## config.mk

```make
export PLATFORM = sky130hd
export DESIGN_NAME = lru_key_value_cache_unit
export DESIGN_NICKNAME = d
export VERILOG_FILES = /design/src/sv/lkvc_pkg.sv /design/src/sv/lkvc_slot_mem.sv /design/src/sv/lru_key_value_cache_unit.sv
export SDC_FILE = /design/constraint.sdc
export NUM_CORES = 1
export LEC_CHECK = 0
export BUFFER_PORTS_ARGS = -buffer_cell sky130_fd_sc_hd__buf_2
export CAP_MARGIN = 10
export CORE_MARGIN = 2
export CORE_UTILIZATION = 60
export CTS_CLUSTER_DIAMETER = 60
export DETAILED_ROUTE_END_ITERATION = 10
export PLACE_DENSITY = 0.78
export SLEW_MARGIN = 30
export SYNTH_ARGS = -nofsm -noshare
export SYNTH_HDL_FRONTEND = slang
export SYNTH_SLANG_ARGS = --single-unit
```

## constraint.sdc

```tcl
create_clock -name aclk -period 10.65 [get_ports aclk]
set_input_delay 1.065 -clock aclk [delete_from_list [all_inputs] [get_ports aclk]]
set_output_delay 1.065 -clock aclk [all_outputs]
set_load 0.02 [all_outputs]
```

## src/sv/lkvc_pkg.sv

```systemverilog
// ----------------------------------------------------------------------------
// lkvc_pkg
// Shared types and constants of the LRU key-value cache.
// ----------------------------------------------------------------------------
`default_nettype none

package lkvc_pkg;

    localparam int MAX_ENTRIES = 16;
    localparam int KEY_BITS    = 16;
    localparam int VALUE_BITS  = 32;

    localparam int APB_ADDR_BITS = 2;
    localparam int APB_DATA_BITS = 32;
    localparam int CAP_BITS      = 5;

    localparam logic [CAP_BITS-1:0]      CAP_RESET        = 5'd16;
    localparam logic [APB_ADDR_BITS-1:0] REG_CAPACITY_ADR = 2'd0;

    localparam logic OP_GET = 1'b0;
    localparam logic OP_PUT = 1'b1;

    typedef enum logic [1:0] {
        ST_IDLE,
        ST_SCAN,
        ST_UPDATE,
        ST_DONE
    } state_t;

    typedef struct packed {
        logic key_we;
        logic value_we;
        logic rank_we;
    } slot_wr_t;

endpackage

`default_nettype wire

```

## src/sv/lkvc_slot_mem.sv

```systemverilog
// ----------------------------------------------------------------------------
// lkvc_slot_mem
// Slot storage: key, value and recency rank memories, one read port with
// registered data and one write port with per-field enables.
// ----------------------------------------------------------------------------
`default_nettype none

module lkvc_slot_mem #(
    parameter int MAX_ENTRIES = lkvc_pkg::MAX_ENTRIES,
    parameter int KEY_BITS    = lkvc_pkg::KEY_BITS,
    parameter int VALUE_BITS  = lkvc_pkg::VALUE_BITS,
    localparam int IDX_W      = (MAX_ENTRIES > 1) ? $clog2(MAX_ENTRIES) : 1
) (
    input  wire                     aclk,
    input  wire  [IDX_W-1:0]        rd_addr,
    output logic [KEY_BITS-1:0]     rd_key,
    output logic [VALUE_BITS-1:0]   rd_value,
    output logic [IDX_W-1:0]        rd_rank,
    input  lkvc_pkg::slot_wr_t      wr,
    input  wire  [IDX_W-1:0]        wr_addr,
    input  wire  [KEY_BITS-1:0]     wr_key,
    input  wire  [VALUE_BITS-1:0]   wr_value,
    input  wire  [IDX_W-1:0]        wr_rank
);

    logic [KEY_BITS-1:0]   key_mem   [MAX_ENTRIES];
    logic [VALUE_BITS-1:0] value_mem [MAX_ENTRIES];
    logic [IDX_W-1:0]      rank_mem  [MAX_ENTRIES];

    always_ff @(posedge aclk) begin
        if (wr.key_we) begin
            key_mem[wr_addr] <= wr_key;
        end
        if (wr.value_we) begin
            value_mem[wr_addr] <= wr_value;
        end
        if (wr.rank_we) begin
            rank_mem[wr_addr] <= wr_rank;
        end
    end

    always_ff @(posedge aclk) begin
        rd_key   <= key_mem[rd_addr];
        rd_value <= value_mem[rd_addr];
        rd_rank  <= rank_mem[rd_addr];
    end

endmodule

`default_nettype wire

```

## src/sv/lru_key_value_cache_unit.sv

```systemverilog
// A get miss takes one scan sweep over the slots, a hit or a put a scan and a rank-update sweep;
// a result still waiting holds the next one back.
// One request at a time: the next is accepted in the cycle after the result is loaded.
// Each sweep reads one slot per cycle.
// Reset: synchronous, active low; clears all valid bits and the fill count and
// sets the capacity register to 16. Slot memories are not cleared.
// ----------------------------------------------------------------------------
// lru_key_value_cache_unit
// Fully associative key-value cache with least-recently-used replacement,
// driven by a sequencer over a slot memory with one read port and one write port.
// ----------------------------------------------------------------------------
`default_nettype none

module lru_key_value_cache_unit #(
    parameter int MAX_ENTRIES = lkvc_pkg::MAX_ENTRIES,
    parameter int KEY_BITS    = lkvc_pkg::KEY_BITS,
    parameter int VALUE_BITS  = lkvc_pkg::VALUE_BITS,
    localparam int TDATA_W    = ((KEY_BITS + VALUE_BITS + 7) / 8) * 8
) (
    input  wire                                  aclk,
    input  wire                                  aresetn,
    // apb
    input  wire                                  psel,
    input  wire                                  penable,
    input  wire                                  pwrite,
    input  wire  [lkvc_pkg::APB_ADDR_BITS-1:0]   paddr,
    input  wire  [lkvc_pkg::APB_DATA_BITS-1:0]   pwdata,
    output logic [lkvc_pkg::APB_DATA_BITS-1:0]   prdata,
    output logic                                 pready,
    // request stream
    input  wire                                  s_axis_tvalid,
    output logic                                 s_axis_tready,
    input  wire  [TDATA_W-1:0]                   s_axis_tdata,  // lookup_key, write_value
    input  wire  [0:0]                           s_axis_tuser,  // operation
    // result stream
    output logic                                 m_axis_tvalid,
    input  wire                                  m_axis_tready,
    output logic [TDATA_W-1:0]                   m_axis_tdata,  // read_value, evicted_key
    output logic [1:0]                           m_axis_tuser   // hit, evicted
);

    localparam int IDX_W = (MAX_ENTRIES > 1) ? $clog2(MAX_ENTRIES) : 1;
    localparam int CNT_W = $clog2(MAX_ENTRIES + 1);
    localparam logic [CNT_W-1:0] LAST_CNT = CNT_W'(MAX_ENTRIES);

    lkvc_pkg::state_t state_reg, state_next;

    logic [CNT_W-1:0]          scan_reg, scan_next;
    logic                      chk_valid_reg, chk_valid_next;
    logic [IDX_W-1:0]          chk_idx_reg, chk_idx_next;

    logic                      op_reg, op_next;
    logic [KEY_BITS-1:0]       key_reg, key_next;
    logic [VALUE_BITS-1:0]     wval_reg, wval_next;

    logic                      found_reg, found_next;
    logic [IDX_W-1:0]          found_idx_reg, found_idx_next;
    logic [IDX_W-1:0]          found_rank_reg, found_rank_next;
    logic [VALUE_BITS-1:0]     found_value_reg, found_value_next;
    logic                      old_any_reg, old_any_next;
    logic [IDX_W-1:0]          old_idx_reg, old_idx_next;
    logic [IDX_W-1:0]          old_rank_reg, old_rank_next;
    logic [KEY_BITS-1:0]       old_key_reg, old_key_next;
    logic                      free_any_reg, free_any_next;
    logic [IDX_W-1:0]          free_idx_reg, free_idx_next;

    logic [IDX_W-1:0]          tgt_idx_reg, tgt_idx_next;
    logic [IDX_W-1:0]          limit_reg, limit_next;
    logic                      inc_all_reg, inc_all_next;

    logic [MAX_ENTRIES-1:0]    slot_valid_reg, slot_valid_next;
    logic [CNT_W-1:0]          count_reg, count_next;
    logic [lkvc_pkg::CAP_BITS-1:0] cap_reg;
    logic [CNT_W-1:0]          cap_eff;

    logic                      res_hit_reg, res_hit_next;
    logic [VALUE_BITS-1:0]     res_val_reg, res_val_next;
    logic                      res_ev_reg, res_ev_next;
    logic [KEY_BITS-1:0]       res_evkey_reg, res_evkey_next;

    logic                      m_valid_reg, m_valid_next;
    logic [TDATA_W-1:0]        m_data_reg, m_data_next;
    logic [1:0]                m_user_reg, m_user_next;

    logic [IDX_W-1:0]          rd_addr;
    logic [KEY_BITS-1:0]       rd_key;
    logic [VALUE_BITS-1:0]     rd_value;
    logic [IDX_W-1:0]          rd_rank;
    lkvc_pkg::slot_wr_t        mem_wr;
    logic [IDX_W-1:0]          mem_wr_addr;
    logic [KEY_BITS-1:0]       mem_wr_key;
    logic [VALUE_BITS-1:0]     mem_wr_value;
    logic [IDX_W-1:0]          mem_wr_rank;

    logic                      cfg_wr;

    lkvc_slot_mem #(
        .MAX_ENTRIES (MAX_ENTRIES),
        .KEY_BITS    (KEY_BITS),
        .VALUE_BITS  (VALUE_BITS)
    ) u_slot_mem (
        .aclk     (aclk),
        .rd_addr  (rd_addr),
        .rd_key   (rd_key),
        .rd_value (rd_value),
        .rd_rank  (rd_rank),
        .wr       (mem_wr),
        .wr_addr  (mem_wr_addr),
        .wr_key   (mem_wr_key),
        .wr_value (mem_wr_value),
        .wr_rank  (mem_wr_rank)
    );

    // configuration
    assign pready = 1'b1;
    assign cfg_wr = psel && penable && pwrite && pready
                    && (paddr == lkvc_pkg::REG_CAPACITY_ADR);

    always_comb begin
        if (paddr == lkvc_pkg::REG_CAPACITY_ADR) begin
            prdata = lkvc_pkg::APB_DATA_BITS'(cap_reg);
        end else begin
            prdata = '0;
        end
    end

    always_ff @(posedge aclk) begin
        if (!aresetn) begin
            cap_reg <= lkvc_pkg::CAP_RESET;
        end else if (cfg_wr) begin
            cap_reg <= pwdata[lkvc_pkg::CAP_BITS-1:0];
        end
    end

    always_comb begin
        if (cap_reg == '0) begin
            cap_eff = CNT_W'(1);
        end else if (int'(cap_reg) > MAX_ENTRIES) begin
            cap_eff = LAST_CNT;
        end else begin
            cap_eff = CNT_W'(cap_reg);
        end
    end

    assign s_axis_tready = (state_reg == lkvc_pkg::ST_IDLE);
    assign m_axis_tvalid = m_valid_reg;
    assign m_axis_tdata  = m_data_reg;
    assign m_axis_tuser  = m_user_reg;
    assign rd_addr       = scan_reg[IDX_W-1:0];

    always_ff @(posedge aclk) begin
        if (!aresetn) begin
            state_reg      <= lkvc_pkg::ST_IDLE;
            slot_valid_reg <= '0;
            count_reg      <= '0;
            m_valid_reg    <= 1'b0;
            chk_valid_reg  <= 1'b0;
        end else begin
            state_reg      <= state_next;
            slot_valid_reg <= slot_valid_next;
            count_reg      <= count_next;
            m_valid_reg    <= m_valid_next;
            chk_valid_reg  <= chk_valid_next;
        end
    end

    always_ff @(posedge aclk) begin
        scan_reg        <= scan_next;
        chk_idx_reg     <= chk_idx_next;
        op_reg          <= op_next;
        key_reg         <= key_next;
        wval_reg        <= wval_next;
        found_reg       <= found_next;
        found_idx_reg   <= found_idx_next;
        found_rank_reg  <= found_rank_next;
        found_value_reg <= found_value_next;
        old_any_reg     <= old_any_next;
        old_idx_reg     <= old_idx_next;
        old_rank_reg    <= old_rank_next;
        old_key_reg     <= old_key_next;
        free_any_reg    <= free_any_next;
        free_idx_reg    <= free_idx_next;
        tgt_idx_reg     <= tgt_idx_next;
        limit_reg       <= limit_next;
        inc_all_reg     <= inc_all_next;
        res_hit_reg     <= res_hit_next;
        res_val_reg     <= res_val_next;
        res_ev_reg      <= res_ev_next;
        res_evkey_reg   <= res_evkey_next;
        m_data_reg      <= m_data_next;
        m_user_reg      <= m_user_next;
    end

    always_comb begin
        logic             issue;
        logic             evict;
        logic [IDX_W-1:0] fill_idx;

        state_next       = state_reg;
        scan_next        = scan_reg;
        chk_valid_next   = 1'b0;
        chk_idx_next     = chk_idx_reg;
        op_next          = op_reg;
        key_next         = key_reg;
        wval_next        = wval_reg;
        found_next       = found_reg;
        found_idx_next   = found_idx_reg;
        found_rank_next  = found_rank_reg;
        found_value_next = found_value_reg;
        old_any_next     = old_any_reg;
        old_idx_next     = old_idx_reg;
        old_rank_next    = old_rank_reg;
        old_key_next     = old_key_reg;
        free_any_next    = free_any_reg;
        free_idx_next    = free_idx_reg;
        tgt_idx_next     = tgt_idx_reg;
        limit_next       = limit_reg;
        inc_all_next     = inc_all_reg;
        slot_valid_next  = slot_valid_reg;
        count_next       = count_reg;
        res_hit_next     = res_hit_reg;
        res_val_next     = res_val_reg;
        res_ev_next      = res_ev_reg;
        res_evkey_next   = res_evkey_reg;
        m_valid_next     = m_valid_reg && !m_axis_tready;
        m_data_next      = m_data_reg;
        m_user_next      = m_user_reg;
        mem_wr           = '0;
        mem_wr_addr      = chk_idx_reg;
        mem_wr_key       = key_reg;
        mem_wr_value     = wval_reg;
        mem_wr_rank      = '0;
        issue            = (scan_reg != LAST_CNT);
        evict            = 1'b0;
        fill_idx         = free_idx_reg;

        unique case (state_reg)
            lkvc_pkg::ST_IDLE: begin
                if (s_axis_tvalid) begin
                    op_next       = s_axis_tuser[0];
                    key_next      = s_axis_tdata[KEY_BITS-1:0];
                    wval_next     = s_axis_tdata[KEY_BITS +: VALUE_BITS];
                    scan_next     = '0;
                    found_next    = 1'b0;
                    old_any_next  = 1'b0;
                    free_any_next = 1'b0;
                    state_next    = lkvc_pkg::ST_SCAN;
                end
            end

            lkvc_pkg::ST_SCAN: begin
                if (issue) begin
                    scan_next      = scan_reg + 1'b1;
                    chk_valid_next = 1'b1;
                    chk_idx_next   = scan_reg[IDX_W-1:0];
                end
                if (chk_valid_reg) begin
                    if (slot_valid_reg[chk_idx_reg]) begin
                        if (!found_reg && rd_key == key_reg) begin
                            found_next       = 1'b1;
                            found_idx_next   = chk_idx_reg;
                            found_rank_next  = rd_rank;
                            found_value_next = rd_value;
                        end
                        if (!old_any_reg || rd_rank > old_rank_reg) begin
                            old_any_next  = 1'b1;
                            old_idx_next  = chk_idx_reg;
                            old_rank_next = rd_rank;
                            old_key_next  = rd_key;
                        end
                    end else if (!free_any_reg) begin
                        free_any_next = 1'b1;
                        free_idx_next = chk_idx_reg;
                    end
                end
                if (!issue && !chk_valid_reg) begin
                    scan_next      = '0;
                    res_hit_next   = 1'b0;
                    res_val_next   = '0;
                    res_ev_next    = 1'b0;
                    res_evkey_next = '0;
                    priority if (found_reg) begin
                        mem_wr.rank_we  = 1'b1;
                        mem_wr.value_we = (op_reg == lkvc_pkg::OP_PUT);
                        mem_wr_addr     = found_idx_reg;
                        tgt_idx_next    = found_idx_reg;
                        limit_next      = found_rank_reg;
                        inc_all_next    = 1'b0;
                        res_hit_next    = 1'b1;
                        if (op_reg == lkvc_pkg::OP_GET) begin
                            res_val_next = found_value_reg;
                        end
                        state_next = lkvc_pkg::ST_UPDATE;
                    end else if (op_reg == lkvc_pkg::OP_PUT) begin
                        evict = (count_reg >= cap_eff) && old_any_reg;
                        if (evict) begin
                            if (!free_any_reg || old_idx_reg < free_idx_reg) begin
                                fill_idx = old_idx_reg;
                            end
                            slot_valid_next[old_idx_reg] = 1'b0;
                            res_ev_next    = 1'b1;
                            res_evkey_next = old_key_reg;
                        end else begin
                            count_next = count_reg + 1'b1;
                        end
                        slot_valid_next[fill_idx] = 1'b1;
                        mem_wr.key_we   = 1'b1;
                        mem_wr.value_we = 1'b1;
                        mem_wr.rank_we  = 1'b1;
                        mem_wr_addr     = fill_idx;
                        tgt_idx_next    = fill_idx;
                        inc_all_next    = 1'b1;
                        state_next      = lkvc_pkg::ST_UPDATE;
                    end else begin
                        state_next = lkvc_pkg::ST_DONE;
                    end
                end
            end

            lkvc_pkg::ST_UPDATE: begin
                if (issue) begin
                    scan_next      = scan_reg + 1'b1;
                    chk_valid_next = 1'b1;
                    chk_idx_next   = scan_reg[IDX_W-1:0];
                end
                if (chk_valid_reg && slot_valid_reg[chk_idx_reg]
                    && chk_idx_reg != tgt_idx_reg
                    && (inc_all_reg || rd_rank < limit_reg)) begin
                    mem_wr.rank_we = 1'b1;
                    mem_wr_addr    = chk_idx_reg;
                    mem_wr_rank    = rd_rank + 1'b1;
                end
                if (!issue && !chk_valid_reg) begin
                    state_next = lkvc_pkg::ST_DONE;
                end
            end

            lkvc_pkg::ST_DONE: begin
                if (!m_valid_reg || m_axis_tready) begin
                    m_valid_next = 1'b1;
                    m_data_next  = TDATA_W'({res_evkey_reg, res_val_reg});
                    m_user_next  = {res_ev_reg, res_hit_reg};
                    state_next   = lkvc_pkg::ST_IDLE;
                end
            end

            default: begin
                state_next = lkvc_pkg::ST_IDLE;
            end
        endcase
    end

    a_count_matches_valid: assert property (@(posedge aclk) disable iff (!aresetn)
        $countones(slot_valid_reg) == int'(count_reg))
        else $error("fill count disagrees with valid bits");

    a_count_bounded: assert property (@(posedge aclk) disable iff (!aresetn)
        int'(count_reg) <= MAX_ENTRIES)
        else $error("fill count above slot count");

    a_evict_not_on_hit: assert property (@(posedge aclk) disable iff (!aresetn)
        m_valid_reg && m_user_reg[1] |-> !m_user_reg[0])
        else $error("eviction reported together with hit");

    a_update_needs_write: assert property (@(posedge aclk) disable iff (!aresetn)
        state_reg == lkvc_pkg::ST_UPDATE |-> (found_reg || op_reg == lkvc_pkg::OP_PUT))
        else $error("rank sweep after a get miss");

    a_get_miss_keeps_state: assert property (@(posedge aclk) disable iff (!aresetn)
        $past(state_reg) == lkvc_pkg::ST_SCAN && state_reg == lkvc_pkg::ST_DONE
        |-> slot_valid_reg == $past(slot_valid_reg))
        else $error("get miss changed slot occupancy");

endmodule

`default_nettype wire

```

==> metrics <==
data required time of the worst path=10950 ps; TritonCTS buffer count=108; placed cell area=about 45000 um2; GRT Util Overall=26.63%; Hold/Removal Path Class=flop to flop; 1st-iter DRT viols=2252; drt wl/cell=30.22 um; worst slew pin tran=1021 ps; number of global-route vias before repair=21429; Root Driver=clkbuf_16; DRC errors left=0; clock net sink count=between 1000 and 1500; power consumption=around 12 mW; startpoint types=flop; Slew headroom=about a third; hold-fix buffers at CTS=0; gpl congestion=a little under 0.9; Comb pwr share=17.5%; biggest regs=u_slot_mem.value_mem: 512 flops, u_slot_mem.key_mem: 256 flops, u_slot_mem.rank_mem: 64 flops; most frequent cells in the layout=edfxtp_1 (1070), mux4_2 (264), buf_2 (119), clkbuf_16 (109), dfxtp_1 (82); Post CTS Setup Buffer Count=0; Final Max Tran Viols=0; Setup Skew=~35 ps; ys flop type=edfxtp_1; PostCTS Resize Cnt=0; Post-Syn Area=43320 um2; layout cells sized above 1=30.02%; Hold Slack=approximately 400 ps; setup violators final=0; internal power=8.651 mW; remaining antenna violation count after routing=0; Max Freq=206.8 MHz; Clk pwr share=33.9%; most common cell after layout, fill and taps aside=edfxtp_1; max reg flops=between 500 and 600; number of synthesis warnings=0; Synth top area share=74.17%; Pwr Density=240.6 nW/um2; Post-synth EDFFs=1070; Switching Power=3.105 mW; IO Port Bufs=roughly 120; row count=98; 1st-pass router iterations=6; switching share of total power=26.41%; Design Area, Final=48870 um2; Hold Crit Start=u_slot_mem.rd_value[1]$_DFF_P_; cell leakage power=15.58 nW; first-pass GRT wire length=between 100000 and 150000 um; detailed placement HPWL=between 40000 and 50000 um; Reg2Reg Depth=12; Post-Place Cells=approximately 3000; largest net degree at the start of global routing=roughly 160; clock latency on the worst-skew pair=roughly 680 ps; R2R Path End=u_slot_mem.value_mem[8][14]$_DFFE_PP_; final hold violation count=0; Die ar.=74360 um2; unique cell type count in the Yosys netlist=72; MaxCap Viol Count=0; IR Drop Worst-Case VDD=0.1743 mV; Flop pwr share=48.6%; CTS tree=yes; Most flops, register=u_slot_mem.value_mem; drt via density=~6.5; vias post-DR=about 21000; flip-flop and latch count after synthesis=1152; Layout area overhead=12.81%; Crit Path Max Fanout=32; final worst path period share=roughly 45%; RSZ-0062 raised after global routing=no; hold depth=0; die height=272.7 um; clock buffer depth=3; initial antenna violation count=4; clk slew on worst S/H paths=70 ps; critical path capture point type=flop; # IOs=175; Setup CP Type=flop to flop; Setup TNS=0 ps; GRT overflow=0; Initial Util=about three fifths; Post-Synthesis Cells=1968; CTS H-tree depth=3; Hold EP=found_value_reg[1]$_DFFE_PP_; final net count=2270; area leader, netlist=edfxtp_1; Total Wirelength=96810 um; critical path data arrival time=5130 ps; Non-Filler Instances=3204; Synth area leaders=edfxtp_1 (74%), mux4_2 (14%), dfxtp_1 (3.8%), ha_1 (0.69%), and2_1 (0.56%); status=complete, no violations; min Tclk post-route=a little under 5000 ps; Avg Inst Size Synth=between 20 and 25 um2; register area share after synthesis=approximately 78%; Post-synth ARST share=0%; Die Width=272.7 um; Core Footprint=71490 um2; flop-to-flop setup slack=5810 ps; Crit Reg-Reg Startpoint=cap_reg[1]$_SDFFE_PN0P_
[logic make-up (layout without fill, tap and decap cells)]
family                     Yosys count  count (layout)  share of synthesized area, %
AOI/OAI and AO/OA                   89              89                         1.499
xor gates and xnor gates            29              29                        0.5863
adders and majority gates           24              24                        0.6932
buffers and inverters              141             399                         1.664
DFF                               1152            1152                         77.96
muxes                              278             278                         14.06
other                                2              30                       0.01734
and+or+nand+nor                    253             253                         3.512
[worst max path at each step]
stage,cells past startpoint,to,slack [ps],from
5_1_grt,11,u_slot_mem.value_mem[8][14]$_DFFE_PP_,5550,cap_reg[4]$_SDFFE_PN1P_
4_1_cts,11,u_slot_mem.key_mem[2][3]$_DFFE_PP_,5730,scan_reg[0]$_DFFE_PP_
3_5_place_dp,12,u_slot_mem.value_mem[0][16]$_DFFE_PP_,5820,cap_reg[1]$_SDFFE_PN0P_
2_1_floorplan,13,u_slot_mem.value_mem[10][0]$_DFFE_PP_,3330,scan_reg[0]$_DFFE_PP_
3_3_place_gp,12,u_slot_mem.value_mem[8][16]$_DFFE_PP_,5960,cap_reg[1]$_SDFFE_PN0P_
6_report,12,u_slot_mem.value_mem[8][14]$_DFFE_PP_,5810,cap_reg[1]$_SDFFE_PN0P_
[critical path, stage by stage, from the launching register on]
cell     delay [ps]
dfxtp_1         380
nor3_1           70
nor2_1           90
nor2_1           50
ha_1            270
nor2b_1          40
o21ai_0         300
a32o_1          750
nand2_2         350
mux2i_2         880
nand3_2         400
nor3_4          210
buf_4           630
[through the flow]
stage	worst slack [ps]	utilization, %
2_1_floorplan	3327	-
3_3_place_gp	5956	63.09
3_5_place_dp	5822	63.13
4_1_cts	5732	68.32
5_1_grt	5553	68.35
6_report	5815	68.36
[synthesized netlist by cell type, types with 3 or more instances]
library cell / count
ha_1: 24
nor2b_1: 10
mux4_2: 264
nand4_1: 9
nor3_1: 17
buf_2: 21
o211ai_1: 4
o21ai_2: 3
and2_1: 39
nor2_1: 65
inv_1: 26
o21ai_0: 17
nand3_2: 9
a21o_1: 5
o31a_1: 3
edfxtp_1: 1070
xnor2_1: 7
nand2_1: 22
buf_4: 30
and3_1: 21
nand3_1: 18
nor3_2: 12
buf_6: 7
nor3b_1: 3
a21oi_1: 18
o21a_1: 7
nand2b_1: 6
clkbuf_1: 48
mux2i_1: 11
o31ai_1: 4
buf_1: 9
xor2_1: 22
dfxtp_1: 82
nor4_1: 4
a211oi_1: 3
[cell type report]
class	instances	area, um2
diodes	2	5.005
clock buffers	135	2915
clock inverters	71	795.8
fillers	4121	22620
inverters	26	97.59
multi-input cells	701	9110
flip-flops and latches	1152	33770
well taps	950	1189
repair buffers	167	983.4
[power by group through the flow]
stage               Sequential [mW]  Clock (mW)  Combinational (mW)
global route                   5.76        4.19                2.18
global placement               5.76           0                1.98
detailed placement             5.80           0                2.03
finish                         5.72        3.98                2.06
CTS                            5.71        4.03                2.08
floorplan                      5.68           0                1.57
[routing by layer]
metal	track usage, %	share of wire [%]
met2	44.27	51
met1	35.42	36
met3	6.063	10
met5	0	0.0072
met4	8.733	2.8
Note: power is estimated with default switching activity, not from simulation.
